**src/rtl/jmrs_pkg.sv**
```systemverilog
// Package for the joint motion rest and stuck monitor.
// Holds field widths, parameter defaults, register reset values,
// the register index codes and the configuration struct.
package jmrs_pkg;

    // Parameter defaults
    localparam int DEF_WINDOW_DEPTH = 8;
    localparam int DEF_ANGLE_BITS   = 16;

    // Fixed field widths
    localparam int CFG_LIMIT_W = 15;
    localparam int CFG_TIME_W  = 16;
    localparam int TIME_W      = 32;
    localparam int CFG_INDEX_W = 8;
    localparam int CFG_DATA_W  = 16;

    // Register reset values
    localparam logic [CFG_LIMIT_W-1:0] RST_TARGET_DISTANCE = 15'd200;
    localparam logic [CFG_LIMIT_W-1:0] RST_REST_STAND      = 15'd20;
    localparam logic [CFG_LIMIT_W-1:0] RST_REST_WALK       = 15'd40;
    localparam logic [CFG_TIME_W-1:0]  RST_STUCK_TIME      = 16'd1000;

    // Register index codes
    typedef enum logic [CFG_INDEX_W-1:0] {
        CFG_TARGET_DISTANCE = 8'd0,
        CFG_REST_STAND      = 8'd1,
        CFG_REST_WALK       = 8'd2,
        CFG_STUCK_TIME      = 8'd3
    } cfg_index_t;

    // Current register contents, shared by both stages
    typedef struct packed {
        logic [CFG_LIMIT_W-1:0] target_limit;
        logic [CFG_LIMIT_W-1:0] rest_stand;
        logic [CFG_LIMIT_W-1:0] rest_walk;
        logic [CFG_TIME_W-1:0]  stuck_ms;
    } cfg_t;

endpackage

```
**src/rtl/jmrs_window.sv**
```systemverilog
// Change window stage: per-frame angle change, running sums over the
// window memory, fill count, target error and scaled rest limit.
// Depends on jmrs_pkg.
module jmrs_window #(
    parameter int WINDOW_DEPTH = jmrs_pkg::DEF_WINDOW_DEPTH,
    parameter int ANGLE_BITS   = jmrs_pkg::DEF_ANGLE_BITS
) (
    input  logic                                      aclk,
    input  logic                                      aresetn,
    input  logic                                      en,
    input  logic signed [ANGLE_BITS-1:0]              yaw,
    input  logic signed [ANGLE_BITS-1:0]              pitch,
    input  logic signed [ANGLE_BITS-1:0]              yaw_goal,
    input  logic signed [ANGLE_BITS-1:0]              pitch_goal,
    input  logic                                      walking,
    input  logic [jmrs_pkg::TIME_W-1:0]               now,
    input  jmrs_pkg::cfg_t                            cfg,
    output logic signed [ANGLE_BITS+$clog2(WINDOW_DEPTH):0] yaw_sum_out,
    output logic signed [ANGLE_BITS+$clog2(WINDOW_DEPTH):0] pitch_sum_out,
    output logic                                      full_out,
    output logic signed [ANGLE_BITS:0]                yaw_err_out,
    output logic signed [ANGLE_BITS:0]                pitch_err_out,
    output logic [jmrs_pkg::CFG_LIMIT_W+$clog2(WINDOW_DEPTH)-1:0] rest_lim_out,
    output logic [jmrs_pkg::TIME_W-1:0]               now_out
);
    import jmrs_pkg::*;

    localparam int CHG_W  = ANGLE_BITS + 1;
    localparam int SUM_W  = CHG_W + $clog2(WINDOW_DEPTH);
    localparam int PTR_W  = $clog2(WINDOW_DEPTH);
    localparam int FILL_W = $clog2(WINDOW_DEPTH + 1);
    localparam int RLIM_W = CFG_LIMIT_W + $clog2(WINDOW_DEPTH);

    // Window state
    logic [PTR_W-1:0]             ptr_reg;
    logic [PTR_W-1:0]             ptr_next;
    logic [FILL_W-1:0]            fill_reg;
    logic [FILL_W-1:0]            fill_next;
    logic signed [ANGLE_BITS-1:0] prev_yaw_reg;
    logic signed [ANGLE_BITS-1:0] prev_pitch_reg;
    logic signed [SUM_W-1:0]      yaw_sum_reg;
    logic signed [SUM_W-1:0]      pitch_sum_reg;
    logic signed [SUM_W-1:0]      yaw_sum_next;
    logic signed [SUM_W-1:0]      pitch_sum_next;

    // Change memory, one entry holds both axes
    logic [2*CHG_W-1:0] chg_mem [WINDOW_DEPTH];
    logic [2*CHG_W-1:0] rd_reg;

    logic                    full_now;
    logic signed [CHG_W-1:0] dyaw;
    logic signed [CHG_W-1:0] dpitch;
    logic signed [CHG_W-1:0] old_yaw;
    logic signed [CHG_W-1:0] old_pitch;
    logic [CFG_LIMIT_W-1:0]  rest_sel;

    // Entries only hold data once the window has wrapped
    assign full_now  = (fill_reg == FILL_W'(WINDOW_DEPTH));
    assign old_yaw   = full_now ? $signed(rd_reg[2*CHG_W-1:CHG_W]) : '0;
    assign old_pitch = full_now ? $signed(rd_reg[CHG_W-1:0]) : '0;

    // Change is previous minus current
    assign dyaw   = $signed({prev_yaw_reg[ANGLE_BITS-1], prev_yaw_reg})
                  - $signed({yaw[ANGLE_BITS-1], yaw});
    assign dpitch = $signed({prev_pitch_reg[ANGLE_BITS-1], prev_pitch_reg})
                  - $signed({pitch[ANGLE_BITS-1], pitch});

    // Advance running sums: add the new change, drop the oldest
    assign yaw_sum_next   = yaw_sum_reg + SUM_W'(dyaw) - SUM_W'(old_yaw);
    assign pitch_sum_next = pitch_sum_reg + SUM_W'(dpitch) - SUM_W'(old_pitch);

    assign ptr_next  = (ptr_reg == PTR_W'(WINDOW_DEPTH - 1)) ? '0 : ptr_reg + 1'b1;
    assign fill_next = full_now ? fill_reg : fill_reg + 1'b1;
    assign rest_sel  = walking ? cfg.rest_walk : cfg.rest_stand;

    // Update window state on each item
    always_ff @(posedge aclk) begin
        if (!aresetn) begin
            ptr_reg        <= '0;
            fill_reg       <= '0;
            prev_yaw_reg   <= '0;
            prev_pitch_reg <= '0;
            yaw_sum_reg    <= '0;
            pitch_sum_reg  <= '0;
        end else if (en) begin
            ptr_reg        <= ptr_next;
            fill_reg       <= fill_next;
            prev_yaw_reg   <= yaw;
            prev_pitch_reg <= pitch;
            yaw_sum_reg    <= yaw_sum_next;
            pitch_sum_reg  <= pitch_sum_next;
        end
    end

    // Write the new change, prefetch the slot used by the next item
    always_ff @(posedge aclk) begin
        if (en) begin
            chg_mem[ptr_reg] <= {dyaw, dpitch};
            rd_reg           <= chg_mem[ptr_next];
        end
    end

    // Stage register toward the judge stage
    always_ff @(posedge aclk) begin
        if (en) begin
            yaw_sum_out   <= yaw_sum_next;
            pitch_sum_out <= pitch_sum_next;
            full_out      <= (fill_next == FILL_W'(WINDOW_DEPTH));
            yaw_err_out   <= $signed({yaw_goal[ANGLE_BITS-1], yaw_goal})
                           - $signed({yaw[ANGLE_BITS-1], yaw});
            pitch_err_out <= $signed({pitch_goal[ANGLE_BITS-1], pitch_goal})
                           - $signed({pitch[ANGLE_BITS-1], pitch});
            rest_lim_out  <= RLIM_W'(rest_sel) * RLIM_W'(WINDOW_DEPTH);
            now_out       <= now;
        end
    end

endmodule

```
**src/rtl/jmrs_judge.sv**
```systemverilog
// Judge stage: squared-distance tests for target and rest, stuck timer
// and the result register.
// Depends on jmrs_pkg.
module jmrs_judge #(
    parameter int WINDOW_DEPTH = jmrs_pkg::DEF_WINDOW_DEPTH,
    parameter int ANGLE_BITS   = jmrs_pkg::DEF_ANGLE_BITS
) (
    input  logic                                      aclk,
    input  logic                                      aresetn,
    input  logic                                      en,
    input  logic signed [ANGLE_BITS+$clog2(WINDOW_DEPTH):0] yaw_sum,
    input  logic signed [ANGLE_BITS+$clog2(WINDOW_DEPTH):0] pitch_sum,
    input  logic                                      full,
    input  logic signed [ANGLE_BITS:0]                yaw_err,
    input  logic signed [ANGLE_BITS:0]                pitch_err,
    input  logic [jmrs_pkg::CFG_LIMIT_W+$clog2(WINDOW_DEPTH)-1:0] rest_lim,
    input  logic [jmrs_pkg::TIME_W-1:0]               now,
    input  jmrs_pkg::cfg_t                            cfg,
    output logic                                      on_target_reg,
    output logic                                      at_rest_reg,
    output logic                                      stuck_reg
);
    import jmrs_pkg::*;

    localparam int ERR_W  = ANGLE_BITS + 1;
    localparam int SUM_W  = ERR_W + $clog2(WINDOW_DEPTH);
    localparam int RLIM_W = CFG_LIMIT_W + $clog2(WINDOW_DEPTH);
    localparam int DCMP_W = (ERR_W > CFG_LIMIT_W) ? ERR_W : CFG_LIMIT_W;
    localparam int RCMP_W = (SUM_W > RLIM_W) ? SUM_W : RLIM_W;
    localparam int DSQ_W  = 2 * CFG_LIMIT_W + 1;
    localparam int RSQ_W  = 2 * RLIM_W + 1;

    logic [ERR_W-1:0]         yaw_err_mag;
    logic [ERR_W-1:0]         pitch_err_mag;
    logic [SUM_W-1:0]         yaw_sum_mag;
    logic [SUM_W-1:0]         pitch_sum_mag;
    logic [CFG_LIMIT_W-1:0]   yaw_err_op;
    logic [CFG_LIMIT_W-1:0]   pitch_err_op;
    logic [RLIM_W-1:0]        yaw_sum_op;
    logic [RLIM_W-1:0]        pitch_sum_op;
    logic [2*CFG_LIMIT_W-1:0] yaw_err_sq;
    logic [2*CFG_LIMIT_W-1:0] pitch_err_sq;
    logic [2*CFG_LIMIT_W-1:0] target_lim_sq;
    logic [2*RLIM_W-1:0]      yaw_sum_sq;
    logic [2*RLIM_W-1:0]      pitch_sum_sq;
    logic [2*RLIM_W-1:0]      rest_lim_sq;
    logic                     dist_in_box;
    logic                     rest_in_box;
    logic                     reached;
    logic                     rest;
    logic [TIME_W-1:0]        last_move_reg;
    logic [TIME_W-1:0]        elapsed;
    logic                     overdue;

    // Magnitudes
    assign yaw_err_mag   = yaw_err[ERR_W-1] ? ERR_W'(-yaw_err) : ERR_W'(yaw_err);
    assign pitch_err_mag = pitch_err[ERR_W-1] ? ERR_W'(-pitch_err) : ERR_W'(pitch_err);
    assign yaw_sum_mag   = yaw_sum[SUM_W-1] ? SUM_W'(-yaw_sum) : SUM_W'(yaw_sum);
    assign pitch_sum_mag = pitch_sum[SUM_W-1] ? SUM_W'(-pitch_sum) : SUM_W'(pitch_sum);

    // Each axis must be below the limit before the squares matter
    assign dist_in_box = (DCMP_W'(yaw_err_mag) < DCMP_W'(cfg.target_limit))
                      && (DCMP_W'(pitch_err_mag) < DCMP_W'(cfg.target_limit));
    assign rest_in_box = (RCMP_W'(yaw_sum_mag) < RCMP_W'(rest_lim))
                      && (RCMP_W'(pitch_sum_mag) < RCMP_W'(rest_lim));

    // Inside the box the magnitudes fit the limit width
    assign yaw_err_op   = CFG_LIMIT_W'(DCMP_W'(yaw_err_mag));
    assign pitch_err_op = CFG_LIMIT_W'(DCMP_W'(pitch_err_mag));
    assign yaw_sum_op   = RLIM_W'(RCMP_W'(yaw_sum_mag));
    assign pitch_sum_op = RLIM_W'(RCMP_W'(pitch_sum_mag));

    assign yaw_err_sq    = yaw_err_op * yaw_err_op;
    assign pitch_err_sq  = pitch_err_op * pitch_err_op;
    assign target_lim_sq = cfg.target_limit * cfg.target_limit;
    assign yaw_sum_sq    = yaw_sum_op * yaw_sum_op;
    assign pitch_sum_sq  = pitch_sum_op * pitch_sum_op;
    assign rest_lim_sq   = rest_lim * rest_lim;

    assign reached = dist_in_box
        && ((DSQ_W'(yaw_err_sq) + DSQ_W'(pitch_err_sq)) < DSQ_W'(target_lim_sq));
    assign rest = full && rest_in_box
        && ((RSQ_W'(yaw_sum_sq) + RSQ_W'(pitch_sum_sq)) < RSQ_W'(rest_lim_sq));

    // Elapsed time wraps modulo the timestamp width
    assign elapsed = now - last_move_reg;
    assign overdue = elapsed > TIME_W'(cfg.stuck_ms);

    // Set stuck once overdue while off target at rest, else clear and renew time
    always_ff @(posedge aclk) begin
        if (!aresetn) begin
            stuck_reg     <= 1'b0;
            last_move_reg <= '0;
        end else if (en) begin
            if (!reached && rest) begin
                if (overdue) begin
                    stuck_reg <= 1'b1;
                end
            end else begin
                stuck_reg     <= 1'b0;
                last_move_reg <= now;
            end
        end
    end

    // Result flags
    always_ff @(posedge aclk) begin
        if (en) begin
            on_target_reg <= reached;
            at_rest_reg   <= rest;
        end
    end

endmodule

```
**src/rtl/joint_motion_rest_stuck_monitor_core.sv**
```systemverilog
// Top level of the joint motion rest and stuck monitor: ports, register
// file, input register and pipeline handshake.
// Depends on jmrs_pkg, jmrs_window and jmrs_judge.
//
//   channel  direction  handshake             payload
//   s_       in         s_valid / s_ready     measured and goal angles, walking, time
//   m_       out        m_valid / m_ready     on_target, at_rest, stuck
//   cfg_     in         cfg_valid / cfg_ready cfg_index, cfg_data
//
// Three register stages: input register, window stage, result register.
// One item per cycle sustained while m_ready is high; an accepted item passes
// the window stage and the result register before m_valid rises. The window
// and stuck state each update as an item advances. A stalled output holds its
// item; earlier stages keep filling until the pipeline is full, then s_ready
// drops. cfg_ready is always high. Synchronous active-low reset clears the
// window, the stuck timer and restores register defaults.
module joint_motion_rest_stuck_monitor_core #(
    parameter int WINDOW_DEPTH = jmrs_pkg::DEF_WINDOW_DEPTH,
    parameter int ANGLE_BITS   = jmrs_pkg::DEF_ANGLE_BITS
) (
    input  logic                                aclk,
    input  logic                                aresetn,
    input  logic                                s_valid,
    output logic                                s_ready,
    input  logic signed [ANGLE_BITS-1:0]        s_yaw_measured,
    input  logic signed [ANGLE_BITS-1:0]        s_pitch_measured,
    input  logic signed [ANGLE_BITS-1:0]        s_yaw_goal,
    input  logic signed [ANGLE_BITS-1:0]        s_pitch_goal,
    input  logic                                s_walking,
    input  logic [jmrs_pkg::TIME_W-1:0]         s_frame_time_ms,
    output logic                                m_valid,
    input  logic                                m_ready,
    output logic                                m_on_target,
    output logic                                m_at_rest,
    output logic                                m_stuck,
    input  logic                                cfg_valid,
    output logic                                cfg_ready,
    input  logic [jmrs_pkg::CFG_INDEX_W-1:0]    cfg_index,
    input  logic [jmrs_pkg::CFG_DATA_W-1:0]     cfg_data
);
    import jmrs_pkg::*;

    localparam int SUM_W  = ANGLE_BITS + 1 + $clog2(WINDOW_DEPTH);
    localparam int RLIM_W = CFG_LIMIT_W + $clog2(WINDOW_DEPTH);

    cfg_t cfg_reg;

    // Input register
    logic                         in_valid_reg;
    logic signed [ANGLE_BITS-1:0] in_yaw_reg;
    logic signed [ANGLE_BITS-1:0] in_pitch_reg;
    logic signed [ANGLE_BITS-1:0] in_yaw_goal_reg;
    logic signed [ANGLE_BITS-1:0] in_pitch_goal_reg;
    logic                         in_walking_reg;
    logic [TIME_W-1:0]            in_time_reg;

    // Window stage outputs
    logic                         mid_valid_reg;
    logic signed [SUM_W-1:0]      mid_yaw_sum;
    logic signed [SUM_W-1:0]      mid_pitch_sum;
    logic                         mid_full;
    logic signed [ANGLE_BITS:0]   mid_yaw_err;
    logic signed [ANGLE_BITS:0]   mid_pitch_err;
    logic [RLIM_W-1:0]            mid_rest_lim;
    logic [TIME_W-1:0]            mid_time;

    logic out_valid_reg;
    logic out_free;
    logic mid_free;
    logic mid_adv;
    logic out_adv;

    // Stage handshake: a stage takes an item when it is empty or drains
    assign out_free = !out_valid_reg || m_ready;
    assign mid_free = !mid_valid_reg || out_free;
    assign s_ready  = !in_valid_reg || mid_free;
    assign mid_adv  = in_valid_reg && mid_free;
    assign out_adv  = mid_valid_reg && out_free;

    assign cfg_ready = 1'b1;
    assign m_valid   = out_valid_reg;

    // Register file
    always_ff @(posedge aclk) begin
        if (!aresetn) begin
            cfg_reg.target_limit <= RST_TARGET_DISTANCE;
            cfg_reg.rest_stand   <= RST_REST_STAND;
            cfg_reg.rest_walk    <= RST_REST_WALK;
            cfg_reg.stuck_ms     <= RST_STUCK_TIME;
        end else if (cfg_valid) begin
            unique case (cfg_index)
                CFG_TARGET_DISTANCE: cfg_reg.target_limit <= cfg_data[CFG_LIMIT_W-1:0];
                CFG_REST_STAND:      cfg_reg.rest_stand   <= cfg_data[CFG_LIMIT_W-1:0];
                CFG_REST_WALK:       cfg_reg.rest_walk    <= cfg_data[CFG_LIMIT_W-1:0];
                CFG_STUCK_TIME:      cfg_reg.stuck_ms     <= cfg_data[CFG_TIME_W-1:0];
                default: begin
                end
            endcase
        end
    end

    // Stage valid bits
    always_ff @(posedge aclk) begin
        if (!aresetn) begin
            in_valid_reg  <= 1'b0;
            mid_valid_reg <= 1'b0;
            out_valid_reg <= 1'b0;
        end else begin
            if (s_ready) begin
                in_valid_reg <= s_valid;
            end
            if (mid_free) begin
                mid_valid_reg <= in_valid_reg;
            end
            if (out_free) begin
                out_valid_reg <= mid_valid_reg;
            end
        end
    end

    // Capture an accepted item
    always_ff @(posedge aclk) begin
        if (s_valid && s_ready) begin
            in_yaw_reg        <= s_yaw_measured;
            in_pitch_reg      <= s_pitch_measured;
            in_yaw_goal_reg   <= s_yaw_goal;
            in_pitch_goal_reg <= s_pitch_goal;
            in_walking_reg    <= s_walking;
            in_time_reg       <= s_frame_time_ms;
        end
    end

    jmrs_window #(
        .WINDOW_DEPTH (WINDOW_DEPTH),
        .ANGLE_BITS   (ANGLE_BITS)
    ) u_window (
        .aclk          (aclk),
        .aresetn       (aresetn),
        .en            (mid_adv),
        .yaw           (in_yaw_reg),
        .pitch         (in_pitch_reg),
        .yaw_goal      (in_yaw_goal_reg),
        .pitch_goal    (in_pitch_goal_reg),
        .walking       (in_walking_reg),
        .now           (in_time_reg),
        .cfg           (cfg_reg),
        .yaw_sum_out   (mid_yaw_sum),
        .pitch_sum_out (mid_pitch_sum),
        .full_out      (mid_full),
        .yaw_err_out   (mid_yaw_err),
        .pitch_err_out (mid_pitch_err),
        .rest_lim_out  (mid_rest_lim),
        .now_out       (mid_time)
    );

    jmrs_judge #(
        .WINDOW_DEPTH (WINDOW_DEPTH),
        .ANGLE_BITS   (ANGLE_BITS)
    ) u_judge (
        .aclk          (aclk),
        .aresetn       (aresetn),
        .en            (out_adv),
        .yaw_sum       (mid_yaw_sum),
        .pitch_sum     (mid_pitch_sum),
        .full          (mid_full),
        .yaw_err       (mid_yaw_err),
        .pitch_err     (mid_pitch_err),
        .rest_lim      (mid_rest_lim),
        .now           (mid_time),
        .cfg           (cfg_reg),
        .on_target_reg (m_on_target),
        .at_rest_reg   (m_at_rest),
        .stuck_reg     (m_stuck)
    );

endmodule
```
**config.mk**
```make
export PLATFORM = sky130hd
export DESIGN_NAME = joint_motion_rest_stuck_monitor_core
export DESIGN_NICKNAME = d
export VERILOG_FILES = /design/src/rtl/jmrs_pkg.sv /design/src/rtl/jmrs_window.sv /design/src/rtl/jmrs_judge.sv /design/src/rtl/joint_motion_rest_stuck_monitor_core.sv
export SDC_FILE = /design/constraint.sdc
export NUM_CORES = 2
export LEC_CHECK = 0
export ABC_AREA = 1
export BUFFER_PORTS_ARGS = -buffer_cell sky130_fd_sc_hd__buf_2
export CAP_MARGIN = 10
export CORE_UTILIZATION = 45
export CTS_CLUSTER_SIZE = 12
export DETAILED_ROUTE_END_ITERATION = 7
export PLACE_DENSITY = 0.67
export REMOVE_ABC_BUFFERS = 1
export SETUP_SLACK_MARGIN = 0.3
export SLEW_MARGIN = 20
export SYNTH_ARGS = -nofsm -noshare
export SYNTH_HDL_FRONTEND = slang
export SYNTH_HIERARCHICAL = 1
export SYNTH_SLANG_ARGS = --single-unit
```
**constraint.sdc**
```tcl
create_clock -name aclk -period 11.5 [get_ports aclk]
set_input_delay 0.575 -clock aclk [delete_from_list [all_inputs] [get_ports aclk]]
set_output_delay 0.575 -clock aclk [all_outputs]
set_load 0.05 [all_outputs]
```
==> run_results.csv <==
group,metric,value,unit
cts,cts_tree,"built",
timing,period_needed,10.53,ns
global_route,grt.met3_usage,2.44,%
place,hpwlAfterDp,180000,µm
floorplanning,coreArea,0.188,mm²
floorplanning,fp.dieH,436,µm
route,drc,0,
cells_and_area,final_common_cell,"inv_1",
route,ant_nets,0,
yosys,ys_async_sr_fraction,0,%
global_route,grt_first_pass_wirelength,352000,µm
floorplanning,ioPinCount,132,
run,maxCapViolations,0,
global_route,grt_overflow,0,
floorplanning,die-area,0.190,mm²
timing,finalSetupTns,0,ns
cts,ctsHoldBuffers,0,
yosys,synth_top_family_by_area,"adder cells",
cells_and_area,most-common-layout-cells,"2,498 x inv_1, 1,416 x nand2_1, 1,227 x fa_1",
place,numPortBuffers,130,
yosys,ys_types,63,
floorplanning,initial_core_util,45.3,%
cts,cts_buffers,73,
global_route,top_usage_layer,"met2",
yosys,synth_xor_area_share,2.67,%
min_path,min_path_type,"in -> reg",
setup_path,cpMostUsedCell,"nand2_1",
cells_and_area,largest_reg_flops,272,
yosys,synth-compound-area-share,6.61,%
global_route,grtUsageTotal,23.4,%
yosys,synthSimpleGateAreaFrac,14.0,%
cts,h-tree-depth,3,
setup_path,end_kind,"flop",
timing,setup_viol,0,
global_route,use_met2,38.9,%
yosys,yosysWarnings,6,
yosys,muxShareOfSynthArea,0.199,%
setup_path,critPathSlowestCell,"fa_1",
route,drt_iter0_markers,4825,
timing,rsz0062_at_grt,"no",
setup_path,worst-endpoint-required,12.04,ns
timing,fmax,94.9,MHz
route,firstDrtPassIters,8,
yosys,synth_seq_cells,703,
yosys,synthAdderAreaFrac,41.2,%
timing,slew-limit-headroom,29.7,%
cells_and_area,fin_nets,12000,
global_route,grt_use_met1,32.4,%
cells_and_area,regArea,0.0193,mm²
timing,tightestPinTransition,1.05,ns
yosys,synth.avg_cell_area,8.72,µm²
cts,clock_path_buffers,3,
setup_path,critPathKind,"reg -> reg",
cts,clk_pin_slew,0.06,ns
timing,slew_viol_final,0,
yosys,synth-edff-count,527,
timing,min_period_over_period,91.6,%
route,routed_wl,221000,µm
timing,finalClockSkew,0.0300,ns
yosys,synthCells,9735,
global_route,grt_max_degree,92,
cts,clk_latency,0.66,ns
run_status,status,"finished clean",
route,wl_per_cell,17.8,µm
route,via_count,63300,
timing,finalHoldViolCount,0,
floorplanning,fp-row-count,159,
yosys,ys.flop_type,"edfxtp_1",
setup_path,cp.arrival,11.07,ns
setup_path,cp-start-kind,"flop",
cells_and_area,area_growth,7.38,%
cells_and_area,fillers,17600,
setup_path,cpPeakStageDelay,0.56,ns
route,vias_per_cell,5.11,
floorplanning,chipWidth,436,µm
global_route,antenna_found_initial,9,
global_route,first_global_vias,65200,
cells_and_area,multi_input_area,0.0551,mm²
cells_and_area,drive_gt1_share,5.80,%
place,place.gp.congestion,0.977,
setup_path,cp_max_fo,32,
cts,clock_sinks,703,
yosys,ys_seq_area_share,22.8,%
cts,cts_root_buf,"clkbuf_16",
yosys,netlist_area,0.0849,mm²
[area by class of cell]
class,count,area share (%)
clock buffers,116,2.29
inverters,2550,10.5
diodes,6,0.0165
well taps,2495,3.42
flip-flops and latches,703,21.2
multi-input cells,6239,60.4
repair buffers,272,1.93
clock inverters,17,0.178
[what timing repair did]
action,in CTS,in global routing
setup endpoints to repair,0,34
endpoints found under the hold margin,0,0
buffers inserted,0,11
gates resized for setup,0,31
[final timing paths]
kind                           start                  endpoint  slack [ns]  cells past startpoint
max          u_window/yaw_err_out[0]  u_judge/last_move_reg[4]        0.97                     48
min              s_pitch_measured[6]           in_pitch_reg[6]         0.1                      1
max reg2reg  u_window/yaw_err_out[0]  u_judge/last_move_reg[4]        0.97                     48
min reg2reg          in_time_reg[27]      u_window/now_out[27]        0.41                      0
[logic make-up (layout without fill, tap and decap cells)]
family | count (synthesis) | after routing
compound gates | 1018 | 1018
mux | 15 | 15
flops | 703 | 703
buf+inv | 2795 | 2955
other cells | 3 | 11
simple gates | 2881 | 2881
xor+xnor | 259 | 259
fa+ha+maj | 2061 | 2061
[per-stage QoR]
stage / instances / setup WS [ns] / hold WS, ns / area (µm²) / utilization, %
after floorplan: 9492 / 1.22 / 0.400 / 83900 / -
after global placement: 12200 / 0.845 / 0.407 / 88700 / 47.3
after detailed placement: 12200 / 0.583 / 0.405 / 88700 / 47.3
after CTS: 12400 / 0.507 / 0.0587 / 91000 / 48.5
after global routing: 12400 / 0.273 / 0.0720 / 91200 / 48.6
final: 12400 / 0.967 / 0.0985 / 91200 / 48.6
[critical path: cells and delay by family (launching register included)]
kind | cells | cell delay [ns]
adders and majority gates | 11 | 4.73
AOI/OAI and AO/OA | 6 | 1.49
buffers and inverters | 9 | 1.02
xor gates and xnor gates | 1 | 0.17
DFF | 1 | 0.50
and+or+nand+nor | 21 | 2.49
[Yosys cell counts, types with 24 or more instances]
cell type	n	area (µm²)
a31oi_1	54	338
nor3_1	53	265
a21oi_1	425	2130
a21o_1	29	218
o21ai_0	340	1700
inv_1	2508	9410
nand4_1	47	294
o21ai_1	26	130
nor2_1	945	3550
edfxtp_1	527	15800
xor2_1	164	1440
fa_1	1228	24600
clkbuf_1	170	638
dfxtp_1	176	3520
ha_1	833	10400
or2_2	24	150
xnor2_1	95	832
buf_2	35	175
nand2_1	1418	5320
o22ai_1	36	225
nor2_2	40	250
nand3_1	278	1390
[layer usage]
| layer | vias up | part of all wire [%] |
|---|---|---|
| met5 | - | 0 |
| met4 | 0 | 2.8 |
| met3 | 283 | 6.3 |
| met2 | 1926 | 47 |
| met1 | 31300 | 43 |
| li1 | 29800 | - |
Power is left out: the tool's default activity adds up to more than one toggle a clock period on the data nets, which glitch-free logic cannot reach.
